<file path="src/rtl/nmea_rmc_position_parser_assert.svh">
// ---------------------------------------------------------------------------
// nmea_rmc_position_parser assertion macros
// Concurrent checks on aclk, compiled out for synthesis.
// ---------------------------------------------------------------------------
`ifndef NMEA_RMC_POSITION_PARSER_ASSERT_SVH
`define NMEA_RMC_POSITION_PARSER_ASSERT_SVH
`ifndef SYNTHESIS
`define RMCP_ASSERT(lbl, prop, msg) \
    lbl: assert property (@(posedge aclk) disable iff (!aresetn) (prop)) else $error(msg);
`define RMCP_ASSERT_ALWAYS(lbl, prop, msg) \
    lbl: assert property (@(posedge aclk) (prop)) else $error(msg);
`else
`define RMCP_ASSERT(lbl, prop, msg)
`define RMCP_ASSERT_ALWAYS(lbl, prop, msg)
`endif
`endif

</file>
<file path="src/rtl/rmcp_pkg.sv">
// ---------------------------------------------------------------------------
// rmcp_pkg
// Shared types, character codes and constant tables of the RMC parser.
// ---------------------------------------------------------------------------
package rmcp_pkg;

    localparam int FRAC_W = 20;

    localparam logic [7:0] CH_LF    = 8'h0A;
    localparam logic [7:0] CH_CR    = 8'h0D;
    localparam logic [7:0] CH_SP    = 8'h20;
    localparam logic [7:0] CH_TAB   = 8'h09;
    localparam logic [7:0] CH_VT    = 8'h0B;
    localparam logic [7:0] CH_FF    = 8'h0C;
    localparam logic [7:0] CH_COMMA = 8'h2C;
    localparam logic [7:0] CH_DOT   = 8'h2E;
    localparam logic [7:0] CH_ZERO  = 8'h30;
    localparam logic [7:0] CH_NINE  = 8'h39;
    localparam logic [7:0] CH_A     = 8'h41;
    localparam logic [7:0] CH_S     = 8'h53;
    localparam logic [7:0] CH_W     = 8'h57;

    localparam logic [3:0] FLD_TAG  = 4'd0;
    localparam logic [3:0] FLD_TIME = 4'd1;
    localparam logic [3:0] FLD_STAT = 4'd2;
    localparam logic [3:0] FLD_LAT  = 4'd3;
    localparam logic [3:0] FLD_NS   = 4'd4;
    localparam logic [3:0] FLD_LON  = 4'd5;
    localparam logic [3:0] FLD_EW   = 4'd6;

    localparam logic [16:0] INT_PART_MAX = 17'd131071;
    localparam logic [34:0] LAT_MAX      = 35'd900000000;
    localparam logic [34:0] LON_MAX      = 35'd1800000000;

    typedef struct packed {
        logic [6:0]        hour;
        logic [6:0]        minute;
        logic [31:0]       sec_ms;
        logic [16:0]       lat_ip;
        logic [FRAC_W-1:0] lat_fp;
        logic [16:0]       lon_ip;
        logic [FRAC_W-1:0] lon_fp;
        logic              south;
        logic              west;
    } line_rec_t;

    function automatic logic [7:0] tag_char(input logic [2:0] idx);
        case (idx)
            3'd0:    tag_char = 8'h24;
            3'd1:    tag_char = 8'h47;
            3'd2:    tag_char = 8'h50;
            3'd3:    tag_char = 8'h52;
            3'd4:    tag_char = 8'h4D;
            3'd5:    tag_char = 8'h43;
            default: tag_char = 8'h00;
        endcase
    endfunction

    function automatic logic [23:0] pow10(input logic [2:0] n);
        case (n)
            3'd0:    pow10 = 24'd1;
            3'd1:    pow10 = 24'd10;
            3'd2:    pow10 = 24'd100;
            3'd3:    pow10 = 24'd1000;
            3'd4:    pow10 = 24'd10000;
            3'd5:    pow10 = 24'd100000;
            3'd6:    pow10 = 24'd1000000;
            3'd7:    pow10 = 24'd10000000;
            default: pow10 = 24'd1;
        endcase
    endfunction

    function automatic logic [6:0] ms_weight(input logic [2:0] k);
        case (k)
            3'd0:    ms_weight = 7'd100;
            3'd1:    ms_weight = 7'd10;
            3'd2:    ms_weight = 7'd1;
            default: ms_weight = 7'd0;
        endcase
    endfunction

endpackage

</file>
<file path="src/rtl/nmea_rmc_position_parser.sv">
// ---------------------------------------------------------------------------
// nmea_rmc_position_parser
// NMEA $GPRMC sentence parser giving relative time and position.
// ---------------------------------------------------------------------------
// Input s_*: one text character per word, valid/ready. Output m_*: one word
// per qualifying line with ms since the first fix and lat/lon in deg*1e7.
// The tokenizer takes one character per cycle; s_ready drops only while the
// two-entry record queue is full. A line record is queued at its newline and
// the converter takes one record at a time through load, four arithmetic
// steps and commit, and registers the result at commit. Since a qualifying
// line has at least 16 characters, the sustained input rate is one character
// per cycle. If m_ready is held low the output register
// holds its word, the converter waits, then the queue fills and s_ready
// falls. Synchronous active-low reset clears the line state, the queue,
// the output valid and the latched first fix time.
// ---------------------------------------------------------------------------
module nmea_rmc_position_parser #(
    parameter int MINUTE_FRAC_DIGITS = 5
) (
    input  logic                aclk,
    input  logic                aresetn,
    input  logic                s_valid,
    output logic                s_ready,
    input  logic [7:0]          s_char_byte,
    output logic                m_valid,
    input  logic                m_ready,
    output logic [31:0]         m_rel_time_ms,
    output logic signed [30:0]  m_latitude_e7,
    output logic signed [31:0]  m_longitude_e7
);
    import rmcp_pkg::*;

    line_rec_t push_data, pop_data;
    logic      push, pop, full, empty;

    rmcp_front #(.MINUTE_FRAC_DIGITS(MINUTE_FRAC_DIGITS)) u_front (
        .aclk(aclk), .aresetn(aresetn),
        .s_valid(s_valid), .s_ready(s_ready), .s_char_byte(s_char_byte),
        .q_full(full), .q_push(push), .q_data(push_data)
    );

    rmcp_fifo u_fifo (
        .aclk(aclk), .aresetn(aresetn),
        .push(push), .wdata(push_data), .pop(pop), .rdata(pop_data),
        .full(full), .empty(empty)
    );

    rmcp_back #(.MINUTE_FRAC_DIGITS(MINUTE_FRAC_DIGITS)) u_back (
        .aclk(aclk), .aresetn(aresetn),
        .q_empty(empty), .q_data(pop_data), .q_pop(pop),
        .m_valid(m_valid), .m_ready(m_ready),
        .m_rel_time_ms(m_rel_time_ms), .m_latitude_e7(m_latitude_e7),
        .m_longitude_e7(m_longitude_e7)
    );
endmodule

</file>
<file path="src/rtl/rmcp_front.sv">
// ---------------------------------------------------------------------------
// rmcp_front
// Character-rate line tokenizer; emits one line record per valid RMC line.
// ---------------------------------------------------------------------------
module rmcp_front #(
    parameter int MINUTE_FRAC_DIGITS = 5
) (
    input  logic                 aclk,
    input  logic                 aresetn,
    input  logic                 s_valid,
    output logic                 s_ready,
    input  logic [7:0]           s_char_byte,
    input  logic                 q_full,
    output logic                 q_push,
    output rmcp_pkg::line_rec_t  q_data
);
    import rmcp_pkg::*;

    localparam logic [2:0] FD = 3'(MINUTE_FRAC_DIGITS);

    logic [3:0]        fld_reg;
    logic [6:0]        pos_reg;
    logic              prefix_ok_reg, status_ok_reg, south_reg, west_reg;
    logic [31:0]       sec_ms_reg;
    logic [6:0]        tlen_reg, hour_reg, minute_reg;
    logic [16:0]       lat_ip_reg, lon_ip_reg;
    logic [FRAC_W-1:0] lat_fp_reg, lon_fp_reg;
    logic              stop_reg, dot_reg;
    logic [2:0]        fcnt_reg;

    logic        acc, is_dig, is_blank, nc_int, nc_frac, dot_set, stop_set;
    logic [3:0]  dig;
    logic [2:0]  fcnt_next, k;
    logic [16:0] lat_ip_next, lon_ip_next;
    logic [FRAC_W-1:0] lat_fp_next, lon_fp_next;
    logic        stop_eff, stop_t;

    function automatic logic [16:0] ip_step(input logic [16:0] ip, input logic [3:0] d);
        logic [20:0] v;
        v = {4'd0, ip} * 21'd10 + {17'd0, d};
        ip_step = (v > {4'd0, INT_PART_MAX}) ? INT_PART_MAX : v[16:0];
    endfunction

    function automatic logic [FRAC_W-1:0] fp_step(input logic [FRAC_W-1:0] fp,
                                                 input logic [3:0] d,
                                                 input logic [2:0] kk);
        logic [23:0] w;
        w = pow10(3'(FD - 3'd1 - kk));
        fp_step = (kk < FD) ? FRAC_W'(fp + FRAC_W'({20'd0, d} * w)) : fp;
    endfunction

    assign s_ready  = !q_full;
    assign acc      = s_valid && s_ready;
    assign is_dig   = (s_char_byte >= CH_ZERO) && (s_char_byte <= CH_NINE);
    assign dig      = 4'(s_char_byte - CH_ZERO);
    assign is_blank = (s_char_byte == CH_SP) || (s_char_byte == CH_TAB)
                   || (s_char_byte == CH_VT) || (s_char_byte == CH_FF);

    assign nc_int    = !stop_reg && is_dig && !dot_reg;
    assign nc_frac   = !stop_reg && is_dig && dot_reg;
    assign dot_set   = !stop_reg && !is_dig && (s_char_byte == CH_DOT) && !dot_reg;
    assign stop_set  = !stop_reg && !is_dig && !dot_set;
    assign fcnt_next = (nc_frac && fcnt_reg != 3'd7) ? fcnt_reg + 3'd1 : fcnt_reg;
    assign k         = fcnt_next - 3'd1;

    assign lat_ip_next = ip_step(lat_ip_reg, dig);
    assign lon_ip_next = ip_step(lon_ip_reg, dig);
    assign lat_fp_next = fp_step(lat_fp_reg, dig, k);
    assign lon_fp_next = fp_step(lon_fp_reg, dig, k);

    assign stop_eff = (pos_reg == 7'd0 || pos_reg == 7'd2) ? 1'b0 : stop_reg;
    assign stop_t   = (pos_reg == 7'd3) ? 1'b0 : (stop_eff || !is_dig);

    assign q_push = acc && (s_char_byte == CH_LF) && prefix_ok_reg && status_ok_reg
                 && (tlen_reg >= 7'd6);
    always_comb begin
        q_data.hour   = hour_reg;
        q_data.minute = minute_reg;
        q_data.sec_ms = sec_ms_reg;
        q_data.lat_ip = lat_ip_reg;
        q_data.lat_fp = lat_fp_reg;
        q_data.lon_ip = lon_ip_reg;
        q_data.lon_fp = lon_fp_reg;
        q_data.south  = south_reg;
        q_data.west   = west_reg;
    end

    always_ff @(posedge aclk) begin
        if (!aresetn || (acc && s_char_byte == CH_LF)) begin
            fld_reg <= '0; pos_reg <= '0; prefix_ok_reg <= 1'b0; status_ok_reg <= 1'b0;
            sec_ms_reg <= '0; tlen_reg <= '0; hour_reg <= '0; minute_reg <= '0;
            lat_ip_reg <= '0; lat_fp_reg <= '0; lon_ip_reg <= '0; lon_fp_reg <= '0;
            south_reg <= 1'b0; west_reg <= 1'b0;
            stop_reg <= 1'b0; dot_reg <= 1'b0; fcnt_reg <= '0;
        end else if (acc && s_char_byte != CH_CR
                     && !(fld_reg == FLD_TAG && pos_reg == 7'd0 && is_blank)) begin
            if (s_char_byte == CH_COMMA) begin
                if (fld_reg == FLD_TAG && pos_reg < 7'd6) prefix_ok_reg <= 1'b0;
                if (fld_reg != 4'd15) fld_reg <= fld_reg + 4'd1;
                pos_reg  <= '0;
                stop_reg <= 1'b0;
                dot_reg  <= 1'b0;
                fcnt_reg <= '0;
            end else begin
                case (fld_reg)
                    FLD_TAG: begin
                        if (pos_reg < 7'd6)
                            prefix_ok_reg <= (s_char_byte == tag_char(pos_reg[2:0]))
                                          && (pos_reg == 7'd0 || prefix_ok_reg);
                    end
                    FLD_TIME: begin
                        if (tlen_reg != 7'd127) tlen_reg <= tlen_reg + 7'd1;
                        if (pos_reg < 7'd4) begin
                            if (!stop_eff && is_dig) begin
                                if (pos_reg < 7'd2)
                                    hour_reg <= 7'(hour_reg * 7'd10 + {3'd0, dig});
                                else
                                    minute_reg <= 7'(minute_reg * 7'd10 + {3'd0, dig});
                            end
                            stop_reg <= stop_t;
                        end else begin
                            if (nc_int)
                                sec_ms_reg <= sec_ms_reg * 32'd10 + {28'd0, dig} * 32'd1000;
                            else if (nc_frac && k < 3'd3)
                                sec_ms_reg <= sec_ms_reg + {28'd0, dig} * {25'd0, ms_weight(k)};
                            if (dot_set) dot_reg <= 1'b1;
                            if (stop_set) stop_reg <= 1'b1;
                            fcnt_reg <= fcnt_next;
                        end
                    end
                    FLD_STAT: status_ok_reg <= (pos_reg == 7'd0) && (s_char_byte == CH_A);
                    FLD_LAT: begin
                        if (nc_int) lat_ip_reg <= lat_ip_next;
                        if (nc_frac) lat_fp_reg <= lat_fp_next;
                        if (dot_set) dot_reg <= 1'b1;
                        if (stop_set) stop_reg <= 1'b1;
                        fcnt_reg <= fcnt_next;
                    end
                    FLD_NS: if (pos_reg == 7'd0) south_reg <= (s_char_byte == CH_S);
                    FLD_LON: begin
                        if (nc_int) lon_ip_reg <= lon_ip_next;
                        if (nc_frac) lon_fp_reg <= lon_fp_next;
                        if (dot_set) dot_reg <= 1'b1;
                        if (stop_set) stop_reg <= 1'b1;
                        fcnt_reg <= fcnt_next;
                    end
                    FLD_EW: if (pos_reg == 7'd0) west_reg <= (s_char_byte == CH_W);
                    default: ;
                endcase
                if (pos_reg != 7'd127) pos_reg <= pos_reg + 7'd1;
            end
        end
    end
endmodule

</file>
<file path="src/rtl/rmcp_fifo.sv">
// ---------------------------------------------------------------------------
// rmcp_fifo
// Two-entry queue of line records between tokenizer and converter.
// ---------------------------------------------------------------------------
module rmcp_fifo (
    input  logic                 aclk,
    input  logic                 aresetn,
    input  logic                 push,
    input  rmcp_pkg::line_rec_t  wdata,
    input  logic                 pop,
    output rmcp_pkg::line_rec_t  rdata,
    output logic                 full,
    output logic                 empty
);
    import rmcp_pkg::*;

    `include "nmea_rmc_position_parser_assert.svh"

    line_rec_t  mem_reg [2];
    logic       wp_reg, rp_reg;
    logic [1:0] cnt_reg;

    assign full  = (cnt_reg == 2'd2);
    assign empty = (cnt_reg == 2'd0);
    assign rdata = mem_reg[rp_reg];

    always_ff @(posedge aclk) begin
        if (push) mem_reg[wp_reg] <= wdata;
    end

    always_ff @(posedge aclk) begin
        if (!aresetn) begin
            wp_reg <= 1'b0; rp_reg <= 1'b0; cnt_reg <= '0;
        end else begin
            if (push) wp_reg <= !wp_reg;
            if (pop) rp_reg <= !rp_reg;
            cnt_reg <= cnt_reg + {1'b0, push} - {1'b0, pop};
        end
    end

    `RMCP_ASSERT(a_no_overflow, push |-> !full, "push into full queue")
    `RMCP_ASSERT(a_no_underflow, pop |-> !empty, "pop from empty queue")
    `RMCP_ASSERT(a_cnt_range, cnt_reg != 2'd3, "queue count out of range")
endmodule

</file>
<file path="src/rtl/rmcp_back.sv">
// ---------------------------------------------------------------------------
// rmcp_back
// Converts a line record to relative time and degrees*1e7 over five steps.
// ---------------------------------------------------------------------------
module rmcp_back #(
    parameter int MINUTE_FRAC_DIGITS = 5
) (
    input  logic                 aclk,
    input  logic                 aresetn,
    input  logic                 q_empty,
    input  rmcp_pkg::line_rec_t  q_data,
    output logic                 q_pop,
    output logic                 m_valid,
    input  logic                 m_ready,
    output logic [31:0]          m_rel_time_ms,
    output logic signed [30:0]   m_latitude_e7,
    output logic signed [31:0]   m_longitude_e7
);
    import rmcp_pkg::*;

    localparam logic [23:0] P_7MF = pow10(3'(7 - MINUTE_FRAC_DIGITS));
    localparam logic [17:0] M100  = 18'd167773;      // ceil(2^24/100)
    localparam logic [30:0] M60   = 31'd1145324613;  // ceil(2^36/60)

    logic        busy_reg;
    logic [2:0]  step_reg;
    line_rec_t   rec_reg;
    logic [34:0] lqp_reg, oqp_reg;
    logic [31:0] hms_reg, mms_reg, abs_reg, first_reg;
    logic [10:0] lq_reg, oq_reg;
    logic [6:0]  lr_reg, or_reg;
    logic [29:0] lt_reg, ot_reg;
    logic [60:0] lpr_reg, opr_reg;
    logic        mvalid_reg;
    logic [31:0] rel_reg, lon_reg;
    logic [30:0] lat_reg;

    logic        commit;
    logic [34:0] lmag, omag, lsat, osat;
    logic [31:0] ft_next, lneg, oneg;

    function automatic logic [29:0] t_calc(input logic [6:0] r, input logic [FRAC_W-1:0] fp);
        t_calc = 30'({23'd0, r} * 30'd10000000 + {10'd0, fp} * {6'd0, P_7MF});
    endfunction

    assign q_pop  = !busy_reg && !q_empty;
    assign commit = busy_reg && step_reg == 3'd5 && (!mvalid_reg || m_ready);

    assign lmag = {24'd0, lq_reg} * 35'd10000000 + {10'd0, lpr_reg[60:36]};
    assign omag = {24'd0, oq_reg} * 35'd10000000 + {10'd0, opr_reg[60:36]};
    assign lsat = (lmag > LAT_MAX) ? LAT_MAX : lmag;
    assign osat = (omag > LON_MAX) ? LON_MAX : omag;
    assign lneg = rec_reg.south ? 32'd0 - lsat[31:0] : lsat[31:0];
    assign oneg = rec_reg.west  ? 32'd0 - osat[31:0] : osat[31:0];
    assign ft_next = (first_reg == 32'd0) ? abs_reg : first_reg;

    always_ff @(posedge aclk) begin
        if (!aresetn) begin
            busy_reg <= 1'b0; step_reg <= '0; mvalid_reg <= 1'b0; first_reg <= '0;
        end else begin
            if (q_pop) begin
                busy_reg <= 1'b1;
                step_reg <= 3'd1;
            end else if (busy_reg && step_reg != 3'd5) begin
                step_reg <= step_reg + 3'd1;
            end else if (commit) begin
                busy_reg <= 1'b0;
            end
            if (commit) begin
                mvalid_reg <= 1'b1;
                first_reg  <= ft_next;
            end else if (m_ready) begin
                mvalid_reg <= 1'b0;
            end
        end
    end

    always_ff @(posedge aclk) begin
        if (q_pop) rec_reg <= q_data;
        case (step_reg)
            3'd1: begin
                lqp_reg <= {18'd0, rec_reg.lat_ip} * {17'd0, M100};
                oqp_reg <= {18'd0, rec_reg.lon_ip} * {17'd0, M100};
                hms_reg <= {25'd0, rec_reg.hour} * 32'd3600000;
                mms_reg <= {25'd0, rec_reg.minute} * 32'd60000;
            end
            3'd2: begin
                lq_reg  <= lqp_reg[34:24];
                oq_reg  <= oqp_reg[34:24];
                lr_reg  <= 7'(rec_reg.lat_ip - 17'(lqp_reg[34:24] * 17'd100));
                or_reg  <= 7'(rec_reg.lon_ip - 17'(oqp_reg[34:24] * 17'd100));
                abs_reg <= hms_reg + mms_reg + rec_reg.sec_ms;
            end
            3'd3: begin
                lt_reg <= t_calc(lr_reg, rec_reg.lat_fp);
                ot_reg <= t_calc(or_reg, rec_reg.lon_fp);
            end
            3'd4: begin
                lpr_reg <= {31'd0, lt_reg} * {30'd0, M60};
                opr_reg <= {31'd0, ot_reg} * {30'd0, M60};
            end
            default: ;
        endcase
        if (commit) begin
            rel_reg <= abs_reg - ft_next;
            lat_reg <= lneg[30:0];
            lon_reg <= oneg;
        end
    end

    assign m_valid        = mvalid_reg;
    assign m_rel_time_ms  = rel_reg;
    assign m_latitude_e7  = lat_reg;
    assign m_longitude_e7 = lon_reg;
endmodule
</file>
<file path="config.mk">
export PLATFORM = sky130hd
export DESIGN_NAME = nmea_rmc_position_parser
export DESIGN_NICKNAME = d
export VERILOG_FILES = /design/src/rtl/rmcp_pkg.sv /design/src/rtl/nmea_rmc_position_parser.sv /design/src/rtl/rmcp_front.sv /design/src/rtl/rmcp_fifo.sv /design/src/rtl/rmcp_back.sv
export VERILOG_INCLUDE_DIRS = /design/src /design/src/rtl
export SDC_FILE = /design/constraint.sdc
export NUM_CORES = 2
export LEC_CHECK = 0
export BUFFER_PORTS_ARGS = -buffer_cell sky130_fd_sc_hd__buf_2
export CORE_MARGIN = 2
export CORE_UTILIZATION = 40
export CTS_BUF_LIST = sky130_fd_sc_hd__clkbuf_8
export CTS_CLUSTER_SIZE = 25
export DETAILED_ROUTE_END_ITERATION = 12
export HOLD_SLACK_MARGIN = 0.1
export PLACE_DENSITY = 0.57
export SYNTH_ARGS = -nofsm -noshare
export SYNTH_HDL_FRONTEND = slang
export SYNTH_SLANG_ARGS = --single-unit
</file>
<file path="constraint.sdc">
create_clock -name aclk -period 14.4 [get_ports aclk]
set_input_delay 2.88 -clock aclk [delete_from_list [all_inputs] [get_ports aclk]]
set_output_delay 2.88 -clock aclk [all_outputs]
set_load 0.03 [all_outputs]
</file>
==> out/metrics.yaml <==
outcome:
  status: "finished clean"
sta:
  fin_crit_ns: 11.44
  max_freq_mhz: 87.4
  worst_slew_pin_slew_ns: 1.17
  rsz0062_at_grt: "no"
  hold_viol: 0
  fin_tns_setup_ns: 0
  slew_violations: 0
  fin_skew_ns: 0.0914
  max_slew_margin: 0.207
  setup_viol: 0
  timing.final.crit_share: 0.794
yosys:
  avgSynthCellArea_um2: 10.3
  synth_xor_area_frac: 0.0490
  syn_nets: 11537
  synth_top_family_by_area: "adder cells"
  ys_ff_latch: 885
  synth_area_leaders: "ha_1 (24%), edfxtp_1 (22%), fa_1 (16%)"
  synth-main-ff-cell: "edfxtp_1"
  ys.warnings.count: 0
  yosys.area_share.simple: 0.0945
  ys_seq_area_frac: 0.265
  synth_edf_count: 697
  synth_top_area_frac: 0.238
  syn_inst: 9023
  syn_area_um2: 93000
  ys_types: 110
  synth_fa_ha_area_frac: 0.396
  synth_compound_area_frac: 0.111
  synth_top_area_cell: "ha_1"
  async_flop_share: 0
  synth_mux_area_frac: 0.0179
global_route:
  antenna_found_initial: 5
  grt.total_usage: 0.174
  grt_pass1_vias: 65574
  grt_max_degree: 68
  grt_overflow: 0
  grt_first_pass_wirelength_mm: 338
detailed_routing:
  viasPerCell: 5.14
  ant_nets: 0
  vias: 63673
  drc_errors: 0
  routedWlPerCell_um: 16.4
  dr.pass1.iters: 5
  dr.first_iter.drc_count: 3006
  totalWireLength_mm: 203
power_and_ir_drop:
  switching_share: 0.236
  powerDensity_nw_per_um2: 54.8
  p_clk_frac: 0.473
  vdd_drop_max_mv: 0.0977
  p_seq_frac: 0.492
  p_leak_nw: 48.3
  p_total_mw: 5.53
  power.switching_mw: 1.30
  p_comb_frac: 0.034
  power.internal_mw: 4.22
clocking:
  cts_tree: "done"
  cts_setup_buffers: 0
  clk_latency_ns: 0.95
  cts-root-buf: "clkbuf_8"
  holdBufCountCts: 0
  cts.clk_slew.worst_paths_ns: 0.08
  numCtsBuffers: 163
  cts_max_level: 4
  cts_buffer_depth: 3
  post_cts_resized: 0
  clock-sinks: 885
final_layout:
  stdcell_count: 12379
  largest_reg_flops: 244
  final_cell_mix: "ha_1 (1,768), inv_1 (1,526), fa_1 (733)"
  drive_above_1_share: 0.0675
  fin_util: 0.435
  nets: 11708
  fillers: 21972
  area_growth_pct: 8.33
  final_common_cell: "ha_1"
placement:
  dp_cells: 12072
  place_congestion: 0.884
  dpl.hpwl_mm: 166
  port_buffers: 108
worst_setup_path:
  end_kind: "register"
  cpMaxStageDelayCell: "ha_1"
  startpoint_type: "primary input"
  crit_path_start: "s_char_byte[2]"
  cpMostUsedCell: "ha_1"
  worstPathArrival_ns: 12.20
  path_max_fanout: 35
  rr_startpoint: "u_back.lq_reg[9]"
  worst_ep_required_time_ns: 15.16
  worstSetupPathType: "in -> reg"
  slowest_delay_ns: 0.97
hold_path:
  hp-class: "reg -> reg"
  holdCritStartpoint: "u_back.lqp_reg[29]"
die:
  die_w_um: 486
  core_area_um2: 232000
  io_pins: 109
  die-area_um2: 236000
  start_util: 0.401
  rows: 177
  die_y_um: 486
flow_run:
  maxCapViolCount: 0
==> synth_stat cells (24+ instances only) <==
| master | instances |
|---|---|
| ha_1 | 1769 |
| inv_1 | 1481 |
| fa_1 | 733 |
| edfxtp_1 | 697 |
| a21oi_1 | 482 |
| nor2_1 | 420 |
| nand2_1 | 395 |
| xnor2_1 | 356 |
| o21ai_0 | 288 |
| dfxtp_1 | 188 |
| nor3_1 | 186 |
| nand3_1 | 172 |
| xor2_1 | 159 |
| a21o_1 | 140 |
| mux2_2 | 125 |
| clkbuf_1 | 117 |
| o21a_1 | 82 |
| nor2b_1 | 74 |
| and3_1 | 71 |
| a211oi_1 | 70 |
| nand2b_1 | 64 |
| and2_1 | 63 |
| or3_1 | 63 |
| nand4_1 | 57 |
| a31oi_1 | 55 |
| o211ai_1 | 55 |
| o21bai_1 | 55 |
| nor4_1 | 39 |
| or2_2 | 37 |
| o31ai_1 | 33 |
| a21boi_0 | 29 |
| mux2i_1 | 25 |
| nor3b_1 | 24 |
==> power groups by stage <==
stage	combinational [mW]	clock, mW	sequential [mW]
final	0.190	2.62	2.72
after global routing	0.216	2.81	2.72
after CTS	0.191	2.70	2.72
after detailed placement	0.190	0	2.77
after global placement	0.188	0	2.77
after floorplan	0.143	0	2.77
==> worst max-delay path: cells and delay by family <==
family,cells,cell delay [ns]
buf+inv,7,1.31
simple gates,6,1.61
mux,1,0.20
xor+xnor,3,0.76
fa+ha+maj,7,3.37
compound gates,9,2.02
==> kinds of logic (layout without fill, tap and decap cells) <==
group,Yosys count,count (layout)
compound gates,1586,1586
xor+xnor,518,518
fa+ha+maj,2502,2502
buf+inv,1624,1933
flops,885,885
mux,151,151
other cells,0,4
simple gates,1757,1757
==> area by class of cell <==
class | instances | area (um2) | area share
diodes | 4 | 10.0 | 0.0000993
clock buffers | 178 | 2450 | 0.0243
clock inverters | 125 | 1140 | 0.0114
inverters | 1484 | 5580 | 0.0553
multi-input cells | 6514 | 62300 | 0.618
flip-flops and latches | 885 | 24700 | 0.245
well taps | 3043 | 3810 | 0.0378
repair buffers | 146 | 826 | 0.00819
==> path summary, 6_finish.rpt <==
check                                           endpoint  slack, ns  depth (start not counted)
worst max-delay path              u_front.lon_fp_reg[19]       2.96                         33
worst min-delay path                    u_back.lq_reg[5]       0.36                          0
worst max register to register  u_back.m_latitude_e7[28]       3.70                         36
worst min register to register          u_back.lq_reg[5]       0.36                          0
==> metal layers <==
metal	routed length, um	vias up	global-route usage
li1	-	31813	-
met3	5970	208	0.0206
met4	3120	2	0.0334
met1	98100	30863	0.242
met2	96000	787	0.293
met5	11	-	0
==> per-stage QoR <==
step | hold WS (ns) | cell area (um2) | setup WS (ns)
global placement | 0.400 | 97200 | 2.35
detailed placement | 0.405 | 97200 | 2.21
global route | 0.381 | 101000 | 2.36
CTS | 0.361 | 101000 | 3.18
floorplan | 0.400 | 93000 | 3.52
finish | 0.359 | 101000 | 2.96
Power figures use the tool's default switching activity.
